### src/design/position_sum_hysteresis_classifier_defines.svh
// ---------------------------------------------------------------------------
// Assertion macros for the position sum hysteresis classifier
// Shared concurrent assertion forms, clocked on clk and quiet during rst.
// ---------------------------------------------------------------------------
`ifndef POSITION_SUM_HYSTERESIS_CLASSIFIER_DEFINES_SVH
`define POSITION_SUM_HYSTERESIS_CLASSIFIER_DEFINES_SVH

// property holds in the same cycle as its trigger
`define PSH_ASSERT_SAME(label, trig, prop, msg) \
  label: assert property (@(posedge clk) disable iff (rst) (trig) |-> (prop)) \
    else $error(msg);

// property holds in the cycle after its trigger
`define PSH_ASSERT_NEXT(label, trig, prop, msg) \
  label: assert property (@(posedge clk) disable iff (rst) (trig) |=> (prop)) \
    else $error(msg);

`endif

### src/design/psh_pkg.sv
// ---------------------------------------------------------------------------
// Position sum hysteresis classifier package
// Field widths, request and state codes, register map and reset values.
// ---------------------------------------------------------------------------
package psh_pkg;

  // field widths
  localparam int REQ_W    = 2;
  localparam int SAMPLE_W = 10;
  localparam int SUM_W    = 14;
  localparam int HYST_W   = 12;
  localparam int COUNT_W  = 8;
  localparam int STATE_W  = 2;
  localparam int CFG_IDX_W  = 3;
  localparam int CFG_DATA_W = 14;

  // ring depth default
  localparam int RING_DEPTH_DEF = 4;

  // request codes
  localparam logic [REQ_W-1:0] REQ_SAMPLE = 2'd0;
  localparam logic [REQ_W-1:0] REQ_CHECK  = 2'd1;
  localparam logic [REQ_W-1:0] REQ_CLEAR  = 2'd2;

  // position codes
  localparam logic [STATE_W-1:0] ST_CLOSED = 2'd0;
  localparam logic [STATE_W-1:0] ST_MOVING = 2'd1;
  localparam logic [STATE_W-1:0] ST_OPEN   = 2'd2;

  // register indexes
  localparam logic [CFG_IDX_W-1:0] CFG_CLOSE_THR       = 3'd0;
  localparam logic [CFG_IDX_W-1:0] CFG_OPEN_THR        = 3'd1;
  localparam logic [CFG_IDX_W-1:0] CFG_HYST_WIDTH      = 3'd2;
  localparam logic [CFG_IDX_W-1:0] CFG_MOTOR_CLOSE_THR = 3'd3;
  localparam logic [CFG_IDX_W-1:0] CFG_MOTOR_OPEN_THR  = 3'd4;
  localparam logic [CFG_IDX_W-1:0] CFG_MOVE_DELTA      = 3'd5;
  localparam logic [CFG_IDX_W-1:0] CFG_STALL_LIMIT     = 3'd6;

  // register reset values
  localparam logic [SUM_W-1:0]   CLOSE_THR_RST       = 14'd1628;
  localparam logic [SUM_W-1:0]   OPEN_THR_RST        = 14'd2040;
  localparam logic [HYST_W-1:0]  HYST_WIDTH_RST      = 12'd34;
  localparam logic [SUM_W-1:0]   MOTOR_CLOSE_THR_RST = 14'd1218;
  localparam logic [SUM_W-1:0]   MOTOR_OPEN_THR_RST  = 14'd2416;
  localparam logic [SUM_W-1:0]   MOVE_DELTA_RST      = 14'd2;
  localparam logic [COUNT_W-1:0] STALL_LIMIT_RST     = 8'd10;

  localparam logic [COUNT_W-1:0] COUNT_MAX = 8'hff;

  // configuration as seen by the datapath
  typedef struct packed {
    logic [SUM_W-1:0]   close_thr;
    logic [SUM_W-1:0]   open_thr;
    logic [HYST_W-1:0]  hyst_width;
    logic [SUM_W-1:0]   motor_close_thr;
    logic [SUM_W-1:0]   motor_open_thr;
    logic [SUM_W-1:0]   move_delta;
    logic [COUNT_W-1:0] stall_limit;
  } cfg_t;

  // per-beat classification result
  typedef struct packed {
    logic [STATE_W-1:0] position_state;
    logic [STATE_W-1:0] motor_state;
    logic               motor_moving;
  } class_t;

endpackage

### src/design/psh_cfg_if.sv
// ---------------------------------------------------------------------------
// Configuration write channel
// Register index and write data with a valid/ready handshake.
// ---------------------------------------------------------------------------
interface psh_cfg_if;
  logic                             valid;
  logic                             ready;
  logic [psh_pkg::CFG_IDX_W-1:0]    index;
  logic [psh_pkg::CFG_DATA_W-1:0]   data;

  modport source (output valid, index, data, input ready);
  modport sink   (input valid, index, data, output ready);
endinterface

### src/design/psh_req_if.sv
// ---------------------------------------------------------------------------
// Request channel
// One request beat: request type and raw sensor sample.
// ---------------------------------------------------------------------------
interface psh_req_if;
  logic                          valid;
  logic                          ready;
  logic [psh_pkg::REQ_W-1:0]     req_type;
  logic [psh_pkg::SAMPLE_W-1:0]  sample;

  modport source (output valid, req_type, sample, input ready);
  modport sink   (input valid, req_type, sample, output ready);
endinterface

### src/design/psh_res_if.sv
// ---------------------------------------------------------------------------
// Result channel
// One result beat: position and motor states, ring sum, moving flag.
// ---------------------------------------------------------------------------
interface psh_res_if;
  logic                          valid;
  logic                          ready;
  logic [psh_pkg::STATE_W-1:0]   position_state;
  logic [psh_pkg::STATE_W-1:0]   motor_state;
  logic [psh_pkg::SUM_W-1:0]     position_sum;
  logic                          motor_moving;

  modport source (output valid, position_state, motor_state, position_sum, motor_moving,
                  input ready);
  modport sink   (input valid, position_state, motor_state, position_sum, motor_moving,
                  output ready);
endinterface

### src/design/psh_cfg_regs.sv
// ---------------------------------------------------------------------------
// Configuration register file
// Seven threshold registers, written one beat at a time, always ready.
// ---------------------------------------------------------------------------
module psh_cfg_regs (
  input  logic           clk,
  input  logic           rst,
  psh_cfg_if.sink        cfg,
  output psh_pkg::cfg_t  regs
);

  assign cfg.ready = 1'b1;

  // register writes; unknown indexes are dropped
  always_ff @(posedge clk) begin
    if (rst) begin
      regs.close_thr       <= psh_pkg::CLOSE_THR_RST;
      regs.open_thr        <= psh_pkg::OPEN_THR_RST;
      regs.hyst_width      <= psh_pkg::HYST_WIDTH_RST;
      regs.motor_close_thr <= psh_pkg::MOTOR_CLOSE_THR_RST;
      regs.motor_open_thr  <= psh_pkg::MOTOR_OPEN_THR_RST;
      regs.move_delta      <= psh_pkg::MOVE_DELTA_RST;
      regs.stall_limit     <= psh_pkg::STALL_LIMIT_RST;
    end else if (cfg.valid) begin
      case (cfg.index)
        psh_pkg::CFG_CLOSE_THR:       regs.close_thr       <= cfg.data;
        psh_pkg::CFG_OPEN_THR:        regs.open_thr        <= cfg.data;
        psh_pkg::CFG_HYST_WIDTH:      regs.hyst_width      <= cfg.data[psh_pkg::HYST_W-1:0];
        psh_pkg::CFG_MOTOR_CLOSE_THR: regs.motor_close_thr <= cfg.data;
        psh_pkg::CFG_MOTOR_OPEN_THR:  regs.motor_open_thr  <= cfg.data;
        psh_pkg::CFG_MOVE_DELTA:      regs.move_delta      <= cfg.data;
        psh_pkg::CFG_STALL_LIMIT:     regs.stall_limit     <= cfg.data[psh_pkg::COUNT_W-1:0];
        default: ;
      endcase
    end
  end

endmodule

### src/design/psh_ring.sv
// ---------------------------------------------------------------------------
// Sample ring and running sum
// Holds the last RING_DEPTH samples and keeps their sum up to date.
// ---------------------------------------------------------------------------
`include "position_sum_hysteresis_classifier_defines.svh"

module psh_ring #(
  parameter int RING_DEPTH = psh_pkg::RING_DEPTH_DEF
) (
  input  logic                         clk,
  input  logic                         rst,
  input  logic                         load,
  input  logic [psh_pkg::SAMPLE_W-1:0] sample,
  output logic [psh_pkg::SUM_W-1:0]    sum_post
);

  localparam int IDX_W = $clog2(RING_DEPTH);
  localparam logic [IDX_W-1:0] IDX_LAST = IDX_W'(RING_DEPTH - 1);
  localparam logic [psh_pkg::SUM_W-1:0] SUM_MAX =
    psh_pkg::SUM_W'(RING_DEPTH * ((1 << psh_pkg::SAMPLE_W) - 1));

  logic [psh_pkg::SAMPLE_W-1:0] ring [RING_DEPTH];
  logic [IDX_W-1:0]             wr_idx;
  logic [psh_pkg::SUM_W-1:0]    sum;
  logic [psh_pkg::SUM_W-1:0]    sum_next;

  // swap the oldest entry for the new sample; the sum never exceeds SUM_MAX
  always_comb begin
    sum_next = sum + psh_pkg::SUM_W'(sample) - psh_pkg::SUM_W'(ring[wr_idx]);
    sum_post = load ? sum_next : sum;
  end

  always_ff @(posedge clk) begin
    if (rst) begin
      for (int i = 0; i < RING_DEPTH; i++) begin
        ring[i] <= '0;
      end
      wr_idx <= '0;
      sum    <= '0;
    end else if (load) begin
      ring[wr_idx] <= sample;
      wr_idx       <= (wr_idx == IDX_LAST) ? '0 : wr_idx + 1'b1;
      sum          <= sum_next;
    end
  end

  `PSH_ASSERT_NEXT(a_idx_step, load && wr_idx != IDX_LAST, wr_idx == $past(wr_idx) + 1'b1, "ring index did not step")
  `PSH_ASSERT_SAME(a_sum_bound, 1'b1, sum <= SUM_MAX, "ring sum beyond full scale")

endmodule

### src/design/psh_track.sv
// ---------------------------------------------------------------------------
// Position classifier and stall tracker
// Hysteresis and motor classification of the sum, movement check counter.
// ---------------------------------------------------------------------------
`include "position_sum_hysteresis_classifier_defines.svh"

module psh_track (
  input  logic                       clk,
  input  logic                       rst,
  input  logic                       step,
  input  logic [psh_pkg::REQ_W-1:0]  req_type,
  input  logic [psh_pkg::SUM_W-1:0]  sum_post,
  input  psh_pkg::cfg_t              regs,
  output psh_pkg::class_t            result
);

  logic                          classified_once;
  logic [psh_pkg::STATE_W-1:0]   held_state;
  logic [psh_pkg::STATE_W-1:0]   motor_held_state;
  logic [psh_pkg::COUNT_W-1:0]   stall_count;
  logic [psh_pkg::SUM_W-1:0]     last_check_sum;

  logic                          classified_once_next;
  logic [psh_pkg::STATE_W-1:0]   held_state_next;
  logic [psh_pkg::STATE_W-1:0]   motor_held_state_next;
  logic [psh_pkg::COUNT_W-1:0]   stall_count_next;
  logic [psh_pkg::SUM_W-1:0]     last_check_sum_next;

  logic [psh_pkg::SUM_W:0]       close_band;
  logic [psh_pkg::SUM_W:0]       sum_plus_hyst;
  logic [psh_pkg::SUM_W-1:0]     diff;

  function automatic logic [psh_pkg::STATE_W-1:0] plain_class(
    input logic [psh_pkg::SUM_W-1:0] s,
    input logic [psh_pkg::SUM_W-1:0] lo,
    input logic [psh_pkg::SUM_W-1:0] hi
  );
    logic [psh_pkg::STATE_W-1:0] st;
    if (s < lo) begin
      st = psh_pkg::ST_CLOSED;
    end else if (s < hi) begin
      st = psh_pkg::ST_MOVING;
    end else begin
      st = psh_pkg::ST_OPEN;
    end
    return st;
  endfunction

  // band edges at one bit wider; s < open - h is tested as s + h < open
  assign close_band    = {1'b0, regs.close_thr} + (psh_pkg::SUM_W + 1)'(regs.hyst_width);
  assign sum_plus_hyst = {1'b0, sum_post} + (psh_pkg::SUM_W + 1)'(regs.hyst_width);
  assign diff = (sum_post > last_check_sum) ? sum_post - last_check_sum
                                            : last_check_sum - sum_post;

  // next state for the beat in flight
  always_comb begin
    classified_once_next  = classified_once;
    held_state_next       = held_state;
    motor_held_state_next = motor_held_state;
    stall_count_next      = stall_count;
    last_check_sum_next   = last_check_sum;
    case (req_type)
      psh_pkg::REQ_SAMPLE: begin
        motor_held_state_next = plain_class(sum_post, regs.motor_close_thr,
                                            regs.motor_open_thr);
        classified_once_next  = 1'b1;
        if (!classified_once) begin
          held_state_next = plain_class(sum_post, regs.close_thr, regs.open_thr);
        end else if (sum_post < regs.close_thr) begin
          held_state_next = psh_pkg::ST_CLOSED;
        end else if ({1'b0, sum_post} < close_band) begin
          held_state_next = held_state;
        end else if (sum_plus_hyst < {1'b0, regs.open_thr}) begin
          held_state_next = psh_pkg::ST_MOVING;
        end else if (sum_post < regs.open_thr) begin
          held_state_next = held_state;
        end else begin
          held_state_next = psh_pkg::ST_OPEN;
        end
      end
      psh_pkg::REQ_CHECK: begin
        last_check_sum_next = sum_post;
        if (diff > regs.move_delta) begin
          if (stall_count > 8'd1) begin
            stall_count_next = stall_count - 8'd2;
          end
        end else if (stall_count != psh_pkg::COUNT_MAX) begin
          stall_count_next = stall_count + 8'd1;
        end
      end
      psh_pkg::REQ_CLEAR: begin
        stall_count_next = '0;
      end
      default: ;
    endcase
  end

  assign result.position_state = held_state_next;
  assign result.motor_state    = motor_held_state_next;
  assign result.motor_moving   = stall_count_next < regs.stall_limit;

  always_ff @(posedge clk) begin
    if (rst) begin
      classified_once  <= 1'b0;
      held_state       <= psh_pkg::ST_OPEN;
      motor_held_state <= psh_pkg::ST_OPEN;
      stall_count      <= '0;
      last_check_sum   <= '0;
    end else if (step) begin
      classified_once  <= classified_once_next;
      held_state       <= held_state_next;
      motor_held_state <= motor_held_state_next;
      stall_count      <= stall_count_next;
      last_check_sum   <= last_check_sum_next;
    end
  end

  `PSH_ASSERT_SAME(a_open_until_first, !classified_once, held_state == psh_pkg::ST_OPEN, "state left open before first sample")
  `PSH_ASSERT_NEXT(a_clear_count, step && req_type == psh_pkg::REQ_CLEAR, stall_count == '0, "stall counter not cleared")

endmodule

### src/design/position_sum_hysteresis_classifier.sv
// ---------------------------------------------------------------------------
// Position sum hysteresis classifier
// Ring sum of position samples, hysteresis and motor classification, stall check.
// ---------------------------------------------------------------------------
// Usage:
//   req carries one request a beat: a sensor sample, a movement check or a
//   stall counter clear. res returns exactly one beat per request, in order,
//   with the position state, motor state, ring sum and motor moving flag.
//   cfg writes the threshold registers by index; it is always ready and
//   should only be used while no request is in flight.
// Timing:
//   A request is held in the input register and is classified on its way
//   into the result register, whose output drives res.valid. The block
//   takes one request per cycle while res keeps accepting results; the sum,
//   classifier and stall counter update as a beat moves between the two
//   registers.
// Stalls and reset:
//   While res is held off, the result stays put and one more request is
//   taken into the input register; req.ready then drops until res moves.
//   Reset clears the ring, sum, counter and states (position reads open) and
//   restores the register defaults. There is no clearing pass.
// ---------------------------------------------------------------------------
`include "position_sum_hysteresis_classifier_defines.svh"

module position_sum_hysteresis_classifier #(
  parameter int RING_DEPTH = psh_pkg::RING_DEPTH_DEF
) (
  input  logic      clk,
  input  logic      rst,
  psh_cfg_if.sink   cfg,
  psh_req_if.sink   req,
  psh_res_if.source res
);

  psh_pkg::cfg_t   regs;
  psh_pkg::class_t result;

  logic                         in_valid;
  logic [psh_pkg::REQ_W-1:0]    in_req_type;
  logic [psh_pkg::SAMPLE_W-1:0] in_sample;
  logic                         advance;
  logic [psh_pkg::SUM_W-1:0]    sum_post;

  logic                         out_valid;
  logic [psh_pkg::STATE_W-1:0]  out_position_state;
  logic [psh_pkg::STATE_W-1:0]  out_motor_state;
  logic [psh_pkg::SUM_W-1:0]    out_position_sum;
  logic                         out_motor_moving;

  psh_cfg_regs u_cfg (
    .clk  (clk),
    .rst  (rst),
    .cfg  (cfg),
    .regs (regs)
  );

  // beat moves from input register to result register
  assign advance   = in_valid && (!out_valid || res.ready);
  assign req.ready = !in_valid || advance;

  psh_ring #(
    .RING_DEPTH (RING_DEPTH)
  ) u_ring (
    .clk      (clk),
    .rst      (rst),
    .load     (advance && in_req_type == psh_pkg::REQ_SAMPLE),
    .sample   (in_sample),
    .sum_post (sum_post)
  );

  psh_track u_track (
    .clk      (clk),
    .rst      (rst),
    .step     (advance),
    .req_type (in_req_type),
    .sum_post (sum_post),
    .regs     (regs),
    .result   (result)
  );

  // input register
  always_ff @(posedge clk) begin
    if (rst) begin
      in_valid <= 1'b0;
    end else if (req.ready) begin
      in_valid <= req.valid;
    end
  end

  always_ff @(posedge clk) begin
    if (req.valid && req.ready) begin
      in_req_type <= req.req_type;
      in_sample   <= req.sample;
    end
  end

  // result register
  always_ff @(posedge clk) begin
    if (rst) begin
      out_valid <= 1'b0;
    end else if (advance) begin
      out_valid <= 1'b1;
    end else if (res.ready) begin
      out_valid <= 1'b0;
    end
  end

  always_ff @(posedge clk) begin
    if (advance) begin
      out_position_state <= result.position_state;
      out_motor_state    <= result.motor_state;
      out_position_sum   <= sum_post;
      out_motor_moving   <= result.motor_moving;
    end
  end

  assign res.valid          = out_valid;
  assign res.position_state = out_position_state;
  assign res.motor_state    = out_motor_state;
  assign res.position_sum   = out_position_sum;
  assign res.motor_moving   = out_motor_moving;

  `PSH_ASSERT_SAME(a_backpressure, !req.ready, in_valid && out_valid && !res.ready, "input held off without a full stall")
  `PSH_ASSERT_NEXT(a_result_lands, advance, out_valid, "advanced beat missing from result register")

endmodule

### src/flat_wrapper.sv
// flat-port wrapper written by rule: the top's interface ports become plain ports
module position_sum_hysteresis_classifier_flat 
#(
  parameter int RING_DEPTH = psh_pkg::RING_DEPTH_DEF
)
  (clk, rst, cfg_valid, cfg_index, cfg_data, cfg_ready, req_valid, req_req_type, req_sample, req_ready, res_valid, res_position_state, res_motor_state, res_position_sum, res_motor_moving, res_ready);
  psh_cfg_if cfg_i ();
  psh_req_if req_i ();
  psh_res_if res_i ();
  input  logic clk;
  input  logic rst;
  input wire logic [$bits(cfg_i.valid)-1:0] cfg_valid;
  input wire logic [$bits(cfg_i.index)-1:0] cfg_index;
  input wire logic [$bits(cfg_i.data)-1:0] cfg_data;
  output wire logic [$bits(cfg_i.ready)-1:0] cfg_ready;
  input wire logic [$bits(req_i.valid)-1:0] req_valid;
  input wire logic [$bits(req_i.req_type)-1:0] req_req_type;
  input wire logic [$bits(req_i.sample)-1:0] req_sample;
  output wire logic [$bits(req_i.ready)-1:0] req_ready;
  output wire logic [$bits(res_i.valid)-1:0] res_valid;
  output wire logic [$bits(res_i.position_state)-1:0] res_position_state;
  output wire logic [$bits(res_i.motor_state)-1:0] res_motor_state;
  output wire logic [$bits(res_i.position_sum)-1:0] res_position_sum;
  output wire logic [$bits(res_i.motor_moving)-1:0] res_motor_moving;
  input wire logic [$bits(res_i.ready)-1:0] res_ready;
  assign cfg_i.valid = cfg_valid;
  assign cfg_i.index = cfg_index;
  assign cfg_i.data = cfg_data;
  assign cfg_ready = cfg_i.ready;
  assign req_i.valid = req_valid;
  assign req_i.req_type = req_req_type;
  assign req_i.sample = req_sample;
  assign req_ready = req_i.ready;
  assign res_valid = res_i.valid;
  assign res_position_state = res_i.position_state;
  assign res_motor_state = res_i.motor_state;
  assign res_position_sum = res_i.position_sum;
  assign res_motor_moving = res_i.motor_moving;
  assign res_i.ready = res_ready;
  position_sum_hysteresis_classifier #(.RING_DEPTH(RING_DEPTH)) u_core (.clk(clk), .rst(rst), .cfg(cfg_i), .req(req_i), .res(res_i));
endmodule
### config.mk
export PLATFORM = sky130hd
export DESIGN_NAME = position_sum_hysteresis_classifier_flat
export DESIGN_NICKNAME = d
export VERILOG_FILES = /design/src/design/psh_pkg.sv /design/src/design/psh_cfg_if.sv /design/src/design/psh_req_if.sv /design/src/design/psh_res_if.sv /design/src/design/psh_cfg_regs.sv /design/src/design/psh_ring.sv /design/src/design/psh_track.sv /design/src/design/position_sum_hysteresis_classifier.sv /design/src/flat_wrapper.sv
export VERILOG_INCLUDE_DIRS = /design/src /design/src/design
export SDC_FILE = /design/constraint.sdc
export NUM_CORES = 1
export LEC_CHECK = 0
export BUFFER_PORTS_ARGS = -buffer_cell sky130_fd_sc_hd__buf_2
export CAP_MARGIN = 15
export CORE_MARGIN = 3
export CORE_UTILIZATION = 57
export CTS_CLUSTER_SIZE = 12
export DETAILED_ROUTE_END_ITERATION = 7
export PLACE_DENSITY = 0.87
export SETUP_SLACK_MARGIN = 0.4
export SYNTH_ARGS = -nofsm -noshare
export SYNTH_HDL_FRONTEND = slang
export SYNTH_SLANG_ARGS = --single-unit
### constraint.sdc
create_clock -name clk -period 9.1 [get_ports clk]
set_clock_uncertainty 0.1 [all_clocks]
set_input_delay 0 -clock clk [delete_from_list [all_inputs] [get_ports clk]]
set_output_delay 0 -clock clk [all_outputs]
set_load 0.03 [all_outputs]
# Word level (Yosys, flattened, before mapping)

Memories as Yosys holds them, arrays and structs flattened. A register that Yosys moved wholly into a read port is not among the register bits.
Index checks and enable logic that the tools add are counted.

Add/subtract/negate cells: 9
Magnitude comparators: 10
Equal/unequal tests: 10
Multiplexer cells: 30
Reductions and logical operators: 20

Operators by type and width:

| kind                                                           | number |
|---|---|
| < comparator 14 bit                                            | 4 |
| adder 14 x 12 -> 15 bit                                        | 2 |
| two-way mux 2 bit                                              | 15 |
| greater-than comparator 14 bit                                 | 2 |
| two-way mux 14 bit                                             | 2 |
| subtractor 14 bit                                              | 2 |
| two-way mux 8 bit                                              | 3 |
| AND reduction 2 bit                                            | 9 |
| one-hot mux 8 bit (2 select lines)                             | 1 |
| < comparator 14 x 15 -> 1 bit                                  | 1 |
| < comparator 15 x 14 -> 1 bit                                  | 1 |
| adder 14 x 10 -> 14 bit                                        | 1 |
| subtractor 14 x 10 -> 14 bit                                   | 1 |
| two-way mux 10 bit                                             | 1 |
| OR reduction 10 bit                                            | 1 |
| == test 3 bit (second input constant)                          | 3 |
| adder 8 x 1 -> 8 bit (second input constant)                   | 1 |
| greater-than comparator 8 x 1 -> 1 bit (second input constant) | 1 |
| < comparator 8 bit                                             | 1 |
| two-way mux 1 bit                                              | 8 |
| != test 8 bit (second input constant)                          | 1 |
| subtractor 8 x 2 -> 8 bit (second input constant)              | 1 |
| == test 3 x 2 -> 1 bit (second input constant)                 | 2 |
| == test 2 bit (second input constant)                          | 2 |
| other kinds (9)                                                | 13 |

Flip-flop bits (word level): 166
Bits in writable memories: 40
Input port bits: 34
Output and inout bits: 22
Word-level logic and storage cells: 102
Memories: 1

Memories:

| name               | depth | width | read ports | clocked after Yosys merged registers in | write ports | line           | RTL |
|---|---|---|---|---|---|---|---|
| u_core.u_ring.ring | 4     | 10    | 1          | 1                                       | 4           | psh_ring.sv:22 | `logic [psh_pkg::SAMPLE_W-1:0] ring [RING_DEPTH];` |

# Logic depth before layout (Yosys ltp)

Word-level depth: 12
Gate-level depth with buffers: 42
Mapped depth without buffers: 38

# Cells and area by module

From an unflattened synthesis, not the netlist that was laid out.

Cells, all modules: 1566
Area total of the unflattened synthesis: 14415.1 um2

By module, submodules not included:

| module                             | instances | cells an instance | area an instance (um2) | seq. area each (um2) |
|---|---|---|---|---|
| psh_track                          | 1         | 864               | 6333.6                 | 540.5 |
| psh_cfg_regs                       | 1         | 334               | 3587.2                 | 1801.7 |
| psh_ring                           | 1         | 326               | 3464.6                 | 1561.5 |
| position_sum_hysteresis_classifier | 1         | 42                | 1029.7                 | 970.9 |

# Worst setup path after synthesis

No wires, ideal clock.

Path kind: reg2reg
From: register with a tool-made name
To: register u_core.out_motor_moving (netlist: u_core.res.motor_moving), data pin
Library setup time: 152 ps
Arrival time: 8790 ps
Required time: 8848 ps
Path slack: 57 ps
Cell stages (with the launch flop): 40
Buffers on the path: 4
Period minus slack after synthesis: 9043 ps
Cell sequence: dfxtp_1 -> clkbuf_1 -> mux4_2 -> fa_1 -> inv_1 -> ha_1 -> nor2b_1 -> o31a_1 -> o31a_1 -> o21a_1 -> o21a_1 -> o21a_1 -> mux2i_1 -> nand2_1 -> ha_1 -> clkbuf_2 -> nand4_1 -> or4_4 -> (+4 left out) -> o22a_1 -> o311a_1 -> nor3_1 -> ha_1 -> nor3_1 -> o21ai_0 -> o311ai_2 -> buf_2 -> nor2_1 -> a211o_1 -> a22o_1 -> ha_1 -> a21oi_1 -> nor2b_1 -> o21ai_0 -> nand2b_1 -> or3_1 -> o21ai_0

RTL lines:

| item                 | line                                      | RTL |
|---|---|---|
| to (signal assigned) | position_sum_hysteresis_classifier.sv:113 | `out_motor_moving <= result.motor_moving;` |
| to (decl)            | position_sum_hysteresis_classifier.sv:48  | `logic out_motor_moving;` |

==> run summary <==
- 550 ps — internal reg-to-reg setup slack
- 0.296 — GRT Util Overall
- 208 — number of flip-flops and latches in the synthesized netlist
- 1786 — number of inserted filler cells in the final layout
- nand2_1 — most instantiated library cell after synthesis
- 163 um — vertical extent of the die
- 82 — number of library cell types mapped by synthesis
- 0.196 — share of the synthesized area in the top cell type
- 9360 ps — endpoint required time on the critical path
- 8820 ps — Arrival @ worst endpoint
- 0.946 — gp weighted congestion
- complete, no violations — result of the run
- register — critical path capture point type
- 3 — Max clock buf depth
- reg -> reg — worst setup path class
- clkbuf_16 — clock root buffer
- 60 ps — Reg clk slew, reported paths
- 12600 — routed vias
- 19.3 um — Routed wire per std cell
- u_core.res.motor_moving — FF-to-FF End
- yes — clock tree from TritonCTS
- 0.105 — fraction of final layout cells with drive strength greater than 1
- 500 ps — Largest stage delay, worst path
- dfxtp_1 — dominant register cell in the synthesized netlist
- 0.0140 mm2 — post-synthesis instance area
- 94 — largest net degree at the start of global routing
- 54 — IO buf count
- 0 — remaining antenna violation count after routing
- dfxtp_1 — top cell type by total area after synthesis
- 0 — MaxCap Viol Count
- 0 — Antenna Cells
- 1 — H-tree Lvls
- 0.0160 mm2 — post-route cell area
- 0.267 — worst rel slew slack
- 0 — count of warnings emitted by yosys
- 0 — number of setup violations in the final report
- 1626 — synthesized instance count
- 71 — number of synthesized flops with an enable pin
- 520 ps — Worst-Skew Late Latency
- 0 — number of slew-limit violations in the final report
- 8550 ps — shortest clock period the worst path allows after layout
- 0 — count of final hold-check violations
- 0.00488 mm2 — flip-flop and latch area
- 17 — maximum fanout along the worst path
- nand2_1, inv_1, ha_1 — most frequent cells after synthesis
- 0.0264 mm2 — Die ar.
- 1949 — Final Net Count
- mux4_2 — Slowest-stage cell, CP
- 6.11 — number of vias per cell after detailed routing
- 0 — initial antenna violation count
- u_core.in_req_type[0] — WHS Endpoint
- 40 — logic depth of the worst register-to-register path
- 1090 ps — Worst-Margin Slew
- 14.5% — Synth-to-Final Area Change
- register — CP Launch Type
- 0 ps — setup TNS
- 1141 — starting DRC count in detailed routing
- req_req_type[0] — Worst Hold Launch
- 56 — num rows
- 0.00836 mm2 — area occupied by multi-input gates
- 0.0147 mm2 — Placement Cell Area
- 1847 — Syn Nets
- in -> reg — path class of the lowest-slack min-delay path
- 8.59 um2 — Mapped Avg Cell Area
- 0.0238 mm2 — core region area
- 0.940 — final cycle utilization of the critical path
- 0 — number of remaining DRC errors
- 2 — Worst Hold Path Cells
- 0.349 — proportion of synthesized chip area in sequential cells
- 117 MHz — highest attainable clock frequency
- 0.149 mV — worst supply voltage drop on vdd
- 12000 — via count of the first global-routing pass
- 163 um — DIE WIDTH
- 28200 um — Post-DP HPWL
- dfxtp_1, ha_1, edfxtp_1, nand2_1, a21oi_1 — Area contributors post-synth
- 184 mW/mm2 — power density relative to cell area
- true — unrepaired setup endpoints after global routing
- 6.88 nW — Leak Pwr
- 0 — sum of overflow across all layers after global routing
- 0 — share of async-settable or async-resettable flops after synthesis
- 39800 um — wirelength, routed
- 0.588 — starting density of the core
- 62500 um — wire length of the first global-routing pass
- 208 — number of clock sinks
- 56 — number of top-level pins
- 5 — First-pass DRT Iterations
- 23 — CTS buffer count
-- worst max-delay path by stage --
| stage | from | end | slack [ps] | cells after the start |
|---|---|---|---|---|
| 4_1_cts | register | u_core.res.motor_moving | 410 | 37 |
| 2_1_floorplan | register | u_core.res.motor_moving | 440 | 39 |
| 3_5_place_dp | register | u_core.res.motor_moving | 130 | 36 |
| 5_1_grt | register | u_core.res.motor_moving | 220 | 40 |
| 3_3_place_gp | register | u_core.res.motor_moving | 430 | 36 |
| 6_report | register | u_core.res.motor_moving | 550 | 40 |
-- report_power, final --
| group | switching [mW] | internal (mW) | total, mW |
|---|---|---|---|
| Sequential | 0.0242 | 0.997 | 1.02 |
| Clock | 0.379 | 0.474 | 0.853 |
| Combinational | 0.618 | 0.449 | 1.07 |
| Total | 1.02 | 1.92 | 2.94 |
-- routing by layer --
metal  vias up  global-route usage  routed length [um]
met1      5880               0.395               16000
met5         -                   0                   0
li1       5941                   -                   -
met3       162              0.0455                3720
met2       619               0.470               17900
met4         0               0.147                2160
-- critical path: cells and delay by family (launching register included) --
family / cells / cell delay (ps)
AO/OA/AOI/OAI: 15 / 2780
adder cells (fa/ha/maj): 6 / 1600
buffers and inverters: 5 / 570
flip-flops: 1 / 380
multiplexers: 3 / 1110
AND/OR/NAND/NOR: 11 / 1850
-- repair_timing --
action,4_1_cts,5_1_grt
setup endpoints to repair,1,1
hold buffers,37,1
pin swaps,1,15
gates resized for setup,10,33
endpoints found under the hold margin,109,3
gates cloned,0,0
setup buffers,1,8
-- state kept, by name, summed over array words and instances (netlist names), 8 cells and up, named ones only --
signal                         flops
u_core.u_cfg.regs                 90
u_core.u_ring.ring                40
u_core.u_track.stall_count         8
u_core.in_sample                  10
u_core.u_ring.sum                 14
u_core.res.position_sum           14
u_core.u_track.last_check_sum     14
-- placed cells by master (no fill, tap or decap), types with 10 or more instances in the layout --
cell type,n
a211oi_1,32
a21o_1,22
a21oi_1,145
a31oi_1,13
and2_1,40
buf_2,53
buf_4,38
clkbuf_16,23
dfxtp_1,135
dlygate4sd3_1,38
edfxtp_1,71
fa_1,13
ha_1,170
inv_1,175
mux4_2,10
nand2_1,208
nand2b_1,14
nand3_1,34
nand4_1,19
nor2_1,109
nor2b_1,19
nor3_1,33
o211ai_1,29
o21a_1,17
o21ai_0,64
xnor2_1,26
-- stage by stage --
stage / power, mW / setup WS (ps) / hold WS, ps / instances / util
detailed placement: 1.96 / 129 / 78.6 / 1974 / 0.617
floorplan: 1.72 / 442 / -1.13 / 1626 / -
CTS: 2.84 / 409 / 9.02 / 2053 / 0.663
global placement: 1.93 / 432 / 76.5 / 1974 / 0.617
global route: 3.09 / 218 / 103 / 2063 / 0.673
finish: 2.94 / 546 / 106 / 2063 / 0.673
-- cell families (layout without fill, tap and decap cells) --
| family | Yosys count | after routing | synth area share |
|---|---|---|---|
| xor+xnor | 36 | 36 | 0.0226 |
| fa+ha+maj | 187 | 187 | 0.175 |
| simple gates | 533 | 533 | 0.180 |
| other cells | 1 | 1 | 0.000269 |
| mux | 20 | 20 | 0.0235 |
| compound gates | 406 | 406 | 0.185 |
| buf+inv | 235 | 353 | 0.0648 |
| flops | 208 | 208 | 0.349 |
-- final cells by class --
| type | count | area share |
|---|---|---|
| well taps | 319 | 0.0250 |
| repair buffers | 136 | 0.0637 |
| multi-input cells | 1183 | 0.523 |
| clock inverters | 10 | 0.00321 |
| inverters | 176 | 0.0413 |
| clock buffers | 31 | 0.0385 |
| flip-flops and latches | 208 | 0.305 |
(Power assumes the default switching activity.)
